### config.mk
export PLATFORM = sky130hd
export DESIGN_NAME = ffa_ctrl
export DESIGN_NICKNAME = d
export VERILOG_FILES = /design/src/rtl/ffa_pkg.sv /design/src/rtl/ffa_ctrl.sv
export SDC_FILE = /design/constraint.sdc
export NUM_CORES = 1
export LEC_CHECK = 0
export ABC_AREA = 1
export BUFFER_PORTS_ARGS = -buffer_cell sky130_fd_sc_hd__buf_2
export CORE_AREA = 2 2 39 41
export DETAILED_ROUTE_END_ITERATION = 6
export DIE_AREA = 0 0 41 43
export PLACE_DENSITY_LB_ADDON = 0.12
export SYNTH_ARGS = -nofsm -noshare
export SYNTH_HDL_FRONTEND = slang
export SYNTH_SLANG_ARGS = --single-unit
export TNS_END_PERCENT = 5
### constraint.sdc
create_clock -name clk -period 1.2 [get_ports clk]
set_input_delay 0.18 -clock clk [delete_from_list [all_inputs] [get_ports clk]]
set_output_delay 0.18 -clock clk [all_outputs]
set_load 0.05 [all_outputs]
### src/rtl/ffa_pkg.sv
// ----------------------------------------------------------------------------
// ffa_pkg: shared types and constants of the first-fit heap allocator
// Field widths, operation and status codes, controller states and the
// command and status bundles that join the controller to the datapath.
// ----------------------------------------------------------------------------
`default_nettype none

package ffa_pkg;

  // Default sizing of the arena.
  localparam int DEF_ARENA_GRANULES = 4096;
  localparam int DEF_GRANULE_BYTES  = 16;

  // Fixed field widths of the request and result ports.
  localparam int FUNC_W   = 2;
  localparam int BYTES_W  = 16;
  localparam int ADDR_W   = 12;
  localparam int STATUS_W = 2;

  // Configuration register and bus.
  localparam int CFG_W     = 13;
  localparam int LIMIT_MAX = (1 << CFG_W) - 1;
  localparam int PADDR_W   = 3;
  localparam int PDATA_W   = 32;
  localparam logic [CFG_W-1:0] ARENA_LIMIT_RST = CFG_W'(4096);
  localparam logic [PADDR_W-3:0] REG_ARENA_LIMIT = 1'b0;

  // Mask and position of the unused mark in a header word.
  localparam int FREE_MARK_MASK = 1;
  localparam int UNUSED_BIT     = 0;

  typedef enum logic [FUNC_W-1:0] {
    FN_ALLOC   = 2'd0,
    FN_FREE    = 2'd1,
    FN_REALLOC = 2'd2
  } func_t;

  typedef enum logic [STATUS_W-1:0] {
    RS_OK       = 2'd0,
    RS_NO_SPACE = 2'd1,
    RS_ZERO     = 2'd2
  } res_status_t;

  typedef enum logic [3:0] {
    S_IDLE,
    S_DECODE,
    S_DIV_MUL,
    S_DIV_FIX,
    S_OLD_RD,
    S_OLD_GET,
    S_WALK_INIT,
    S_WALK,
    S_APPEND,
    S_FREE_DO,
    S_DONE
  } state_t;

  // Commands from the controller to the datapath.
  typedef struct packed {
    logic load;
    logic div_mul;
    logic div_fix;
    logic old_rd;
    logic old_get;
    logic walk_init;
    logic walk_adv;
    logic walk_take;
    logic append;
    logic free_do;
    logic set_res_old;
    logic set_st_zero;
    logic set_st_nospace;
    logic set_cp;
  } dp_cmd_t;

  // Status from the datapath to the controller.
  typedef struct packed {
    logic [FUNC_W-1:0] func;
    logic              bytes_zero;
    logic              addr_zero;
    logic              old_fits;
    logic              walk_any;
    logic              walk_hit;
    logic              walk_more;
    logic              append_ok;
  } dp_sts_t;

  // The break can never pass the smaller of the arena and the register range.
  function automatic int f_limit_cap(input int arena);
    return (arena < LIMIT_MAX) ? arena : LIMIT_MAX;
  endfunction

endpackage

`default_nettype wire

### src/rtl/ffa_ctrl.sv
// ----------------------------------------------------------------------------
// ffa_ctrl: allocator controller
// Sequences one request through decode, size conversion, header walk,
// append and free steps, and raises the result strobe at the end.
// ----------------------------------------------------------------------------
`default_nettype none

module ffa_ctrl (
  input  logic             clk,
  input  logic             rst_n,
  input  logic             start,
  input  ffa_pkg::dp_sts_t sts,
  output ffa_pkg::dp_cmd_t cmd,
  output logic             busy,
  output logic             done
);
  import ffa_pkg::*;

  state_t state_r, state_nxt;
  logic   realloc_move;
  logic   alloc_like;

  always_ff @(posedge clk) begin
    if (!rst_n) begin
      state_r <= S_IDLE;
    end else begin
      state_r <= state_nxt;
    end
  end

  // A reallocation of a live block to a nonzero size may move it.
  assign realloc_move = (sts.func == FN_REALLOC) && !sts.addr_zero && !sts.bytes_zero;
  assign alloc_like   = (sts.func == FN_ALLOC) || ((sts.func == FN_REALLOC) && sts.addr_zero);

  always_comb begin
    cmd       = '0;
    state_nxt = state_r;
    busy      = (state_r != S_IDLE);
    done      = (state_r == S_DONE);
    unique case (state_r)
      S_IDLE: begin
        if (start) begin
          cmd.load  = 1'b1;
          state_nxt = S_DECODE;
        end
      end
      S_DECODE: begin
        priority if (alloc_like) begin
          if (sts.bytes_zero) begin
            cmd.set_st_zero = 1'b1;
            state_nxt       = S_DONE;
          end else begin
            state_nxt = S_DIV_MUL;
          end
        end else if (sts.func == FN_FREE) begin
          state_nxt = sts.addr_zero ? S_DONE : S_OLD_RD;
        end else if (sts.func == FN_REALLOC) begin
          if (sts.bytes_zero) begin
            cmd.set_st_zero = 1'b1;
            state_nxt       = S_OLD_RD;
          end else begin
            state_nxt = S_DIV_MUL;
          end
        end else begin
          cmd.set_st_zero = 1'b1;
          state_nxt       = S_DONE;
        end
      end
      S_DIV_MUL: begin
        cmd.div_mul = 1'b1;
        state_nxt   = S_DIV_FIX;
      end
      S_DIV_FIX: begin
        cmd.div_fix = 1'b1;
        state_nxt   = realloc_move ? S_OLD_RD : S_WALK_INIT;
      end
      S_OLD_RD: begin
        cmd.old_rd = 1'b1;
        state_nxt  = S_OLD_GET;
      end
      S_OLD_GET: begin
        cmd.old_get = 1'b1;
        if (!realloc_move) begin
          state_nxt = S_FREE_DO;
        end else if (sts.old_fits) begin
          cmd.set_res_old = 1'b1;
          state_nxt       = S_DONE;
        end else begin
          state_nxt = S_WALK_INIT;
        end
      end
      S_WALK_INIT: begin
        if (sts.walk_any) begin
          cmd.walk_init = 1'b1;
          state_nxt     = S_WALK;
        end else begin
          state_nxt = S_APPEND;
        end
      end
      S_WALK: begin
        priority if (sts.walk_hit) begin
          cmd.walk_take = 1'b1;
          cmd.set_cp    = realloc_move;
          state_nxt     = realloc_move ? S_FREE_DO : S_DONE;
        end else if (sts.walk_more) begin
          cmd.walk_adv = 1'b1;
        end else begin
          state_nxt = S_APPEND;
        end
      end
      S_APPEND: begin
        if (sts.append_ok) begin
          cmd.append = 1'b1;
          cmd.set_cp = realloc_move;
          state_nxt  = realloc_move ? S_FREE_DO : S_DONE;
        end else begin
          cmd.set_st_nospace = 1'b1;
          state_nxt          = S_DONE;
        end
      end
      S_FREE_DO: begin
        cmd.free_do = 1'b1;
        state_nxt   = S_DONE;
      end
      S_DONE: begin
        state_nxt = S_IDLE;
      end
      default: begin
        state_nxt = S_IDLE;
      end
    endcase
  end

endmodule

`default_nettype wire

# ---- Yosys cells after proc, flatten, opt, wreduce, memory -nomap -nowiden
# Index checks and enable logic that the tools add are counted.
dict set report word_totals {
  regBits 4
  out_inout_bits 16
}
dict set report classes {
  n_eq_ne 14
  n_reduce_logical 10
  n_mux 44
}
# cell count
set ops {}
lappend ops {{$mux W4} 11}
lappend ops {{$pmux W4 S10} 1}
lappend ops {{$mux W1} 26}
lappend ops {{$eq A4 B3 Y1 const B} 4}
lappend ops {{$eq A4 B4 Y1 const B} 3}
lappend ops {{$eq A4 B2 Y1 const B} 2}
lappend ops {{$mux W2} 4}
lappend ops {{$eq A4 B1 Y1 const B} 1}
lappend ops {{$logic_not A4 Y1} 1}
lappend ops {{$reduce_bool A4 Y1} 1}
lappend ops {{$logic_and A1 B1 Y1} 3}
lappend ops {{$mux W3} 1}
lappend ops {{$ne A3 B3 Y1 const B} 1}
lappend ops {{$eq A2 B1 Y1 const B} 1}
lappend ops {{$eq A2 B2 Y1 const B} 1}
lappend ops {{$logic_not A1 Y1} 2}
lappend ops {{$logic_not A2 Y1} 1}
lappend ops {{$ne A2 B2 Y1 const B} 1}
lappend ops {{$pmux W1 S2} 1}
lappend ops {{$reduce_and A2 Y1} 1}
lappend ops {{$logic_or A1 B1 Y1} 1}

# ---- Longest topological paths before layout
# Gate-level depths: netlist of the first run.
dict set report depth {
  ltp_word 6
  ltp_mapped 10
  ltp_nobuf 10
}

# ---- Worst setup path before layout of the first run
# No wires, ideal clock.
dict set report synth_path {
  path_kind {flip-flop to output port}
  startpoint {register state_r[1]}
  endpoint {output port cmd[3] (netlist bit)}
  stages_incl_launch_ff 6
  setup_slack_ps -764
  arrival_ps 1784
  required_time_ps 1020
  cell_sequence {dfxtp_1 > inv_1 > nand2_1 > nor2_2 > nand2_1 > nor2_1}
}
# element line
set synth_rtl {}
lappend synth_rtl {{start: declaration} ffa_ctrl.sv:19} ;# state_t state_r, state_nxt;
lappend synth_rtl {{start signal: assignment} ffa_ctrl.sv:27} ;# state_r <= state_nxt;
lappend synth_rtl {{end: declaration} ffa_ctrl.sv:13} ;# output ffa_pkg::dp_cmd_t cmd,

==> metrics, run 1 <==
DRC Markers=0; Final GP Congestion=0.813; WL final=1930 µm; Synth Area in XOR/XNOR=0%; Seq/Total Area, Yosys=14.8%; first-pass GRT wire length=3040 µm; Pleak=0.667 nW; Max transition margin=79.9%; worst hold path type=in2reg; Synth cell types=18; number of buffers and inverters on the critical path=2; nets@finish=172; RSZ-0062 raised after global routing=yes; fmax=0.681 GHz; sequential power share=14.6%; layout cell share with drive strength beyond 1=55.1%; clock tree buffer depth=2; fin. max-slew vios=0; sw power=1.10 mW; die span in x=41 µm; post-synthesis compound-gate area fraction=6.25%; IO buf count=27; cell-internal power=0.927 mW; largest family of logic cells by synthesized area=simple AND/OR/NAND/NOR gates; fraction of synthesized area in multiplexers=0%; grt ovf=0; post-DP HPWL=1330 µm; total CTS buffers=3; Post-Syn Nets=123; most frequent cells in the layout=nand2_1 (28), inv_1 (21), buf_4 (16); outcome=complete, but fails checks; Post-Synth Adder-Cell Area=0%; vias in the first global route=812; final core utilization=78.2%; DRT iter0 DRCs=7; largest registers=state_r: 4 flops; chip height=43 µm; depth of the CTS H-tree=1; Worst Path Max Fanout=4; Net Sw Frac=54.3%; CP top delay family=flip-flops; Total GRT Usage=24.7%; period utilisation layout=122%; First-pass DRT Iterations=6; Required @ worst endpoint=1020 ps; hold buffers post-CTS=0; max reg flops=4; Worst setup EP type=output port; Area Growth Syn to Fin=100%; failing checks=setup timing; worst-path cell chain=inv_4, nor2_4, nand2_2, a21oi_2, and2_4, buf_8; # setup viols final=18; slowest stage delay, CP=370 ps; Top reg by flops=state_r; Comb pwr share=77.1%; Pwr per Cell Area=1870 nW/µm²; slowest CP cell=dfxtp_4; clock network power share=8.4%; clock sink total=4; simple logic cell fraction of the synthesized area=58.1%; Vias/cell=4.74; FF+latch count, synth=4; full die area=1760 µm²; Core Area=1380 µm²; synthesized area=541 µm²; CTS tree=built; initial core utilization=39.1%; final worst setup slack=-269 ps; kind of start point of the critical path=flop; Via Count=825; initial antenna violation count=0; maximum vdd drop=0.00119 V; post-route ant nets=0; Mapped Avg Cell Area=4.87 µm²; Setup Skew=2.76 ps; Core Rows=14; actual slew at the worst max-slew pin=300 ps; Tmin final=1470 ps; warnings from Yosys=0; CP Data Arrival Time=1290 ps; maximum number of pins on one net before global-route repair=5; clock root cell=clkbuf_4; final hold vios=0; Antenna diodes=0; Crit Path Class=reg2out; latest clock arrival within the worst-skew pair=240 ps; most common cell after layout, fill and taps aside=nand2_1; Worst-path clk slew=30 ps; max cap viols=0; Top Ports=28; Setup TNS=-3080 ps; drt wl/cell=11.1 µm; synthesized instance count=111
logic make-up after synthesis:
family / Yosys count
AOI/OAI and AO/OA: 6
buffers and inverters: 30
and+or+nand+nor: 71
DFF: 4
worst min-delay path, cell delays in order:
cell	delay [ps]
buf_2	90
nand2_1	50
inv_1	40
stage by stage:
step	instance area, µm²	setup slack [ps]	power (mW)	hold slack [ps]	cells
finish	1080	-269	2.03	142	174
global route	1080	-320	2.16	169	174
CTS	1020	-243	1.88	144	174
detailed placement	845	-149	1.47	389	169
global placement	845	-128	1.45	387	169
floorplan	577	-199	1.14	278	111
metal layers:
metal  global-route usage (%)  vias up  share of wire, %
met5                        0        -                 0
met4                     11.3        0               2.5
met3                     3.66        6               6.4
met2                     41.6       35                53
met1                     28.6      365                38
li1                         -      419                 -
what timing repair did:
item	CTS	global route
setup endpoints to repair	20	20
pin swaps	8	4
gates resized for setup	45	22
buffers inserted	2	0
power by group through the flow:
stage / clock network, mW / logic (mW) / registers [mW]
finish: 0.170 / 1.56 / 0.295
global placement: 0 / 1.21 / 0.235
CTS: 0.173 / 1.43 / 0.271
detailed placement: 0 / 1.23 / 0.239
global route: 0.184 / 1.68 / 0.299
floorplan: 0 / 0.903 / 0.240
worst paths after layout:
path,start,end,slack [ps],cells after the start
max,state_r[0],cmd[2],-270,6
max reg2reg,state_r[2],state_r[0],-190,11
min reg2reg,state_r[1],state_r[2],750,5
min,rst_n,state_r[1],140,3
final cells by class:
| cell class | count | area (µm²) |
|---|---|---|
| Sequential cell | 4 | 95.1 |
| Fill cell | 100 | 302 |
| Timing Repair Buffer | 44 | 389 |
| Tap cell | 16 | 20.0 |
| Clock buffer | 3 | 22.5 |
| Multi-Input combinational cell | 77 | 434 |
| Inverter | 30 | 121 |
synth_stat cells (all sizes together):
library cell	count	area share, %
nand2	40	29
nand3b	1	1.4
and2	1	1.2
nor3	1	0.93
nand3	8	8.3
a21oi	3	3.5
o21ai	3	2.8
inv	29	20
dfxtp	4	15
nor2	20	17
clkinv	1	0.69
Note: power is estimated with default switching activity, not from simulation.
==> run 2, diff against run 1 <==
--- a/config.mk
+++ b/config.mk
@@ -7,9 +7,9 @@
 export LEC_CHECK = 0
 export ABC_AREA = 1
 export BUFFER_PORTS_ARGS = -buffer_cell sky130_fd_sc_hd__buf_2
-export CORE_AREA = 2 2 39 41
+export CORE_AREA = 2 2 41 43
 export DETAILED_ROUTE_END_ITERATION = 6
-export DIE_AREA = 0 0 41 43
+export DIE_AREA = 0 0 43 45
 export PLACE_DENSITY_LB_ADDON = 0.12
 export SYNTH_ARGS = -nofsm -noshare
 export SYNTH_HDL_FRONTEND = slang
==> constraint.sdc (replaced) <==
create_clock -name clk -period 1.25 [get_ports clk]
set_input_delay 0.1875 -clock clk [delete_from_list [all_inputs] [get_ports clk]]
set_output_delay 0.1875 -clock clk [all_outputs]
set_load 0.05 [all_outputs]
==> run 2 against run 1 <==
Against the previous run: the run still ends with setup timing left; power down 2.9%; design area up 2.0%; hold slack better by 10 ps; non-clock buffer count unchanged; sequential share of layout area down 0.17 points; register-to-register slack better by 200 ps; die area up 9.8%; via count down 6.3%; critical endpoint unchanged; highest routed layer unchanged.
==> metrics, run 2 (synthesis gave the netlist of run 1 again) <==
initial core utilization=36.7%; maximum vdd drop=0.00119 V; die span in x=43 µm; reg2reg setup slack=10 ps; max reg flops=4; Worst setup EP type=output port; slowest CP cell=dfxtp_4; hold path start=rst_n; overall power=1.97 mW; First-pass DRT Iterations=4; largest registers=state_r: 4 flops; total CTS buffers=3; kind of start point of the critical path=flop; worst-path cell chain=inv_4, nor2_4, nand2_2, a21oi_2, and2_1, buf_6; Vias/cell=4.44; layout cell share with drive strength beyond 1=58.9%; drt wl/cell=10.4 µm; actual slew at the worst max-slew pin=330 ps; final hold vios=0; maximum number of pins on one net before global-route repair=6; most frequent cells in the layout=nand2_1 (25), inv_1 (18), buf_4 (16); Final GP Congestion=0.811; clock sink total=4; Reg-to-Reg End=state_r[0]; worst setup path startpoint=state_r[0]; Antenna diodes=0; Pwr per Cell Area=1780 nW/µm²; Core Area=1470 µm²; pre-CTS WS=-106 ps; chip height=45 µm; Worst Path Max Fanout=5; worst hold stages=3; vias in the first global route=775; Crit Path Class=reg2out; Required @ worst endpoint=1060 ps; DRC Markers=0; clock tree buffer depth=2; max cap viols=0; depth of the CTS H-tree=1; Core Rows=14; area of the multi-input gates=455 µm²; Top Ports=28; Worst-path clk slew=30 ps; first-pass GRT wire length=3060 µm; hold buffers post-CTS=0; slowest stage delay, CP=380 ps; Max transition margin=77.9%; Area Growth Syn to Fin=104%; WL final=1810 µm; initial antenna violation count=0; IO buf count=27; CTS tree=built; fin. max-slew vios=0; # setup viols final=16; Pleak=0.662 nW; Top reg by flops=state_r; latest clock arrival within the worst-skew pair=230 ps; FILL cells=125; worst reg2reg path startpoint=state_r[1]; CP Data Arrival Time=1270 ps; most common cell after layout, fill and taps aside=nand2_1; outcome=complete, but fails checks; Via Count=773; failing checks=setup timing; Setup Skew=2.56 ps; post-route ant nets=0; Hold EP=state_r[1]; DRT iter0 DRCs=10; full die area=1940 µm²; period utilisation layout=117%; nets@finish=172; clock root cell=clkbuf_4; worst reg2reg path depth=10; Tmin final=1460 ps; RSZ-0062 raised after global routing=yes; post-DP HPWL=1370 µm; FF/Latch Area=95.1 µm²; final worst setup slack=-209 ps; Total GRT Usage=20.7%; worst hold path type=in2reg; fmax=0.686 GHz; grt ovf=0
run 2: worst max path at each step:
stage             end  cells after the start  slack (ps)
2_1_floorplan  cmd[3]                      5        -180
3_3_place_gp   cmd[2]                      6        -100
3_5_place_dp   cmd[2]                      6        -110
4_1_cts        cmd[0]                      8        -200
5_1_grt        cmd[0]                      8        -270
6_report       cmd[2]                      6        -210
run 2: timing repair:
action | 4_1_cts | 5_1_grt
pin swaps | 7 | 3
gates resized for setup | 59 | 18
buffers inserted | 2 | 0
setup endpoints to repair | 20 | 19
run 2: stage by stage:
step	hold WS [ps]	setup TNS, ps	cell area [µm²]	utilization [%]	instances
global route	182	-2790	1100	75.0	174
floorplan	285	-528	573	-	111
global placement	397	-392	841	57.1	169
detailed placement	398	-542	841	57.1	169
CTS	155	-1690	1050	71.7	174
finish	152	-1770	1100	75.0	174
run 2: cell type report:
class	count	share of cell area, %
Timing Repair Buffer	44	35.3
Sequential cell	4	8.62
Tap cell	16	1.81
Multi-Input combinational cell	77	41.3
Clock buffer	3	2.04
Inverter	30	11.0
run 2: per-layer routing:
metal,global-route usage (%),wire [µm],part of all wire (%),vias up
met3,1.20,67,3.7,4
met5,0,0,0,-
met2,38.5,960,53,19
met1,24.5,750,41,335
li1,-,-,-,415
met4,9.70,32,1.8,0
run 2: report_power, final:
part | switching [mW] | internal (mW) | total (mW)
clock | 0.0519 | 0.107 | 0.159
sequential | 0.0931 | 0.196 | 0.289
combinational | 0.936 | 0.583 | 1.52
run 2: worst max-delay path, delay by kind of cell, from the launching register on:
family,cells,cell delay (ps)
buffers and inverters,2,220
flip-flops,1,380
AO/OA/AOI/OAI,1,120
AND/OR/NAND/NOR,3,320
==> run 3, diff against run 2 <==
--- a/config.mk
+++ b/config.mk
@@ -8,9 +8,11 @@
 export ABC_AREA = 1
 export BUFFER_PORTS_ARGS = -buffer_cell sky130_fd_sc_hd__buf_2
 export CORE_AREA = 2 2 41 43
+export CTS_BUF_LIST = sky130_fd_sc_hd__clkbuf_4 sky130_fd_sc_hd__clkbuf_8 sky130_fd_sc_hd__clkbuf_16
 export DETAILED_ROUTE_END_ITERATION = 6
 export DIE_AREA = 0 0 43 45
 export PLACE_DENSITY_LB_ADDON = 0.12
+export SKIP_CTS_REPAIR_TIMING = 1
 export SYNTH_ARGS = -nofsm -noshare
 export SYNTH_HDL_FRONTEND = slang
 export SYNTH_SLANG_ARGS = --single-unit
==> run 3 against run 2 <==
Against the previous run: the run still ends with setup timing left; register-to-register slack hardly changed; sequential power is 7.6% lower; clock power is 3% lower; first-iteration DRC count is 10% lower; hold slack better by 1.2 ps; critical path depth stayed put; power is 9.2% lower; non-clock buffer count is 1 lower; critical path type unchanged; critical endpoint unchanged; largest cell class unchanged.
==> metrics, run 3 (synthesis gave the netlist of run 1 again) <==
Core Area=1470 µm²; Area Growth Syn to Fin=88.2%; Antenna diodes=0; Worst setup EP type=output port; Top Layer Used=met4; post-DP HPWL=1370 µm; Crit Path Class=reg2out; Total GRT Usage=18.0%; Worst Path Max Fanout=5; pre-CTS WS=-106 ps; initial antenna violation count=0; met1 WL=749 µm; met2 WL=874 µm; maximum number of pins on one net before global-route repair=6; most common cell after layout, fill and taps aside=nand2_1; Vias/cell=4.49; fmax=0.683 GHz; WL final=1710 µm; chip height=45 µm; max reg flops=4; final hold vios=0; Worst-path clk slew=30 ps; Top reg by flops=state_r; failing checks=setup timing; WL met3=76 µm; full die area=1940 µm²; DRC Markers=0; DRT iter0 DRCs=9; kind of start point of the critical path=flop; post-route ant nets=0; Required @ worst endpoint=1060 ps; Pwr per Cell Area=1760 nW/µm²; grt ovf=0; Max transition margin=81.1%; layout cell share with drive strength beyond 1=51.6%; clock root cell=clkbuf_4; total CTS buffers=3; actual slew at the worst max-slew pin=283 ps; Final GP Congestion=0.811; Placed Cells incl. Taps=169; First-pass DRT Iterations=4; nets@finish=171; Core Rows=14; die span in x=43 µm; most frequent cells in the layout=nand2_1 (30), inv_1 (23), buf_4 (17); first-pass GRT wire length=2690 µm; clock sink total=4; depth of the CTS H-tree=1; clock tree buffer depth=2; latest clock arrival within the worst-skew pair=230 ps; initial core utilization=36.7%; max cap viols=0; Via Count=777; worst setup path startpoint=state_r[0]; hold path start=rst_n; maximum vdd drop=0.00107 V; outcome=complete, but fails checks; count of non-filler cells in the finished layout=173; Tmin final=1460 ps; CTS tree=built; CP Data Arrival Time=1280 ps; IO buf count=27; fin. max-slew vios=0; final core utilization=69.1%; drt wl/cell=9.89 µm; Setup Skew=0.846 ps; largest registers=state_r: 4 flops; final worst setup slack=-213 ps; # setup viols final=16; Pleak=0.649 nW; vias in the first global route=731; worst hold path type=in2reg; RSZ-0062 raised after global routing=yes; worst reg2reg path startpoint=state_r[3]; Top Ports=28; period utilisation layout=117%
## run 3: critical path, cell delays in order (launching register included)
cell     delay (ps)
dfxtp_4         370
inv_4            50
nor2_2          110
nand2_2          80
a21oi_2         120
and2_1          150
buf_6           160
## run 3: layout make-up
type	count	area, µm²
clock buffer	3	22.5
fill	143	454
inverter	30	119
multi-input combinational	77	414
sequential	4	92.6
tap	16	20.0
timing repair buffer	43	349
## run 3: through the flow
step / hold slack, ps / total power [mW] / area (µm²) / TNS, ps
6_report: 153 / 1.79 / 1020 / -2040
5_1_grt: 182 / 1.91 / 1020 / -3180
4_1_cts: 155 / 1.57 / 863 / -4230
3_5_place_dp: 398 / 1.40 / 841 / -542
3_3_place_gp: 397 / 1.40 / 841 / -392
2_1_floorplan: 285 / 1.09 / 573 / -528
## run 3: path summary, 6_finish.rpt
kind | to | slack [ps] | cells past startpoint
setup / recovery | cmd[2] | -210 | 6
hold / removal | state_r[1] | 150 | 3
setup reg to reg | state_r[0] | 0 | 10
hold reg to reg | state_r[2] | 750 | 5
## run 3: report_power, final
group          internal [mW]  switching, mW
Sequential             0.194         0.0725
Combinational          0.490          0.875
Clock                  0.107         0.0483
## run 3: metal layers
| metal | vias up | track usage, % |
|---|---|---|
| met5 | - | 0 |
| met4 | 0 | 7.27 |
| met3 | 2 | 1.20 |
| met2 | 22 | 33.3 |
| met1 | 338 | 21.6 |
| li1 | 415 | - |
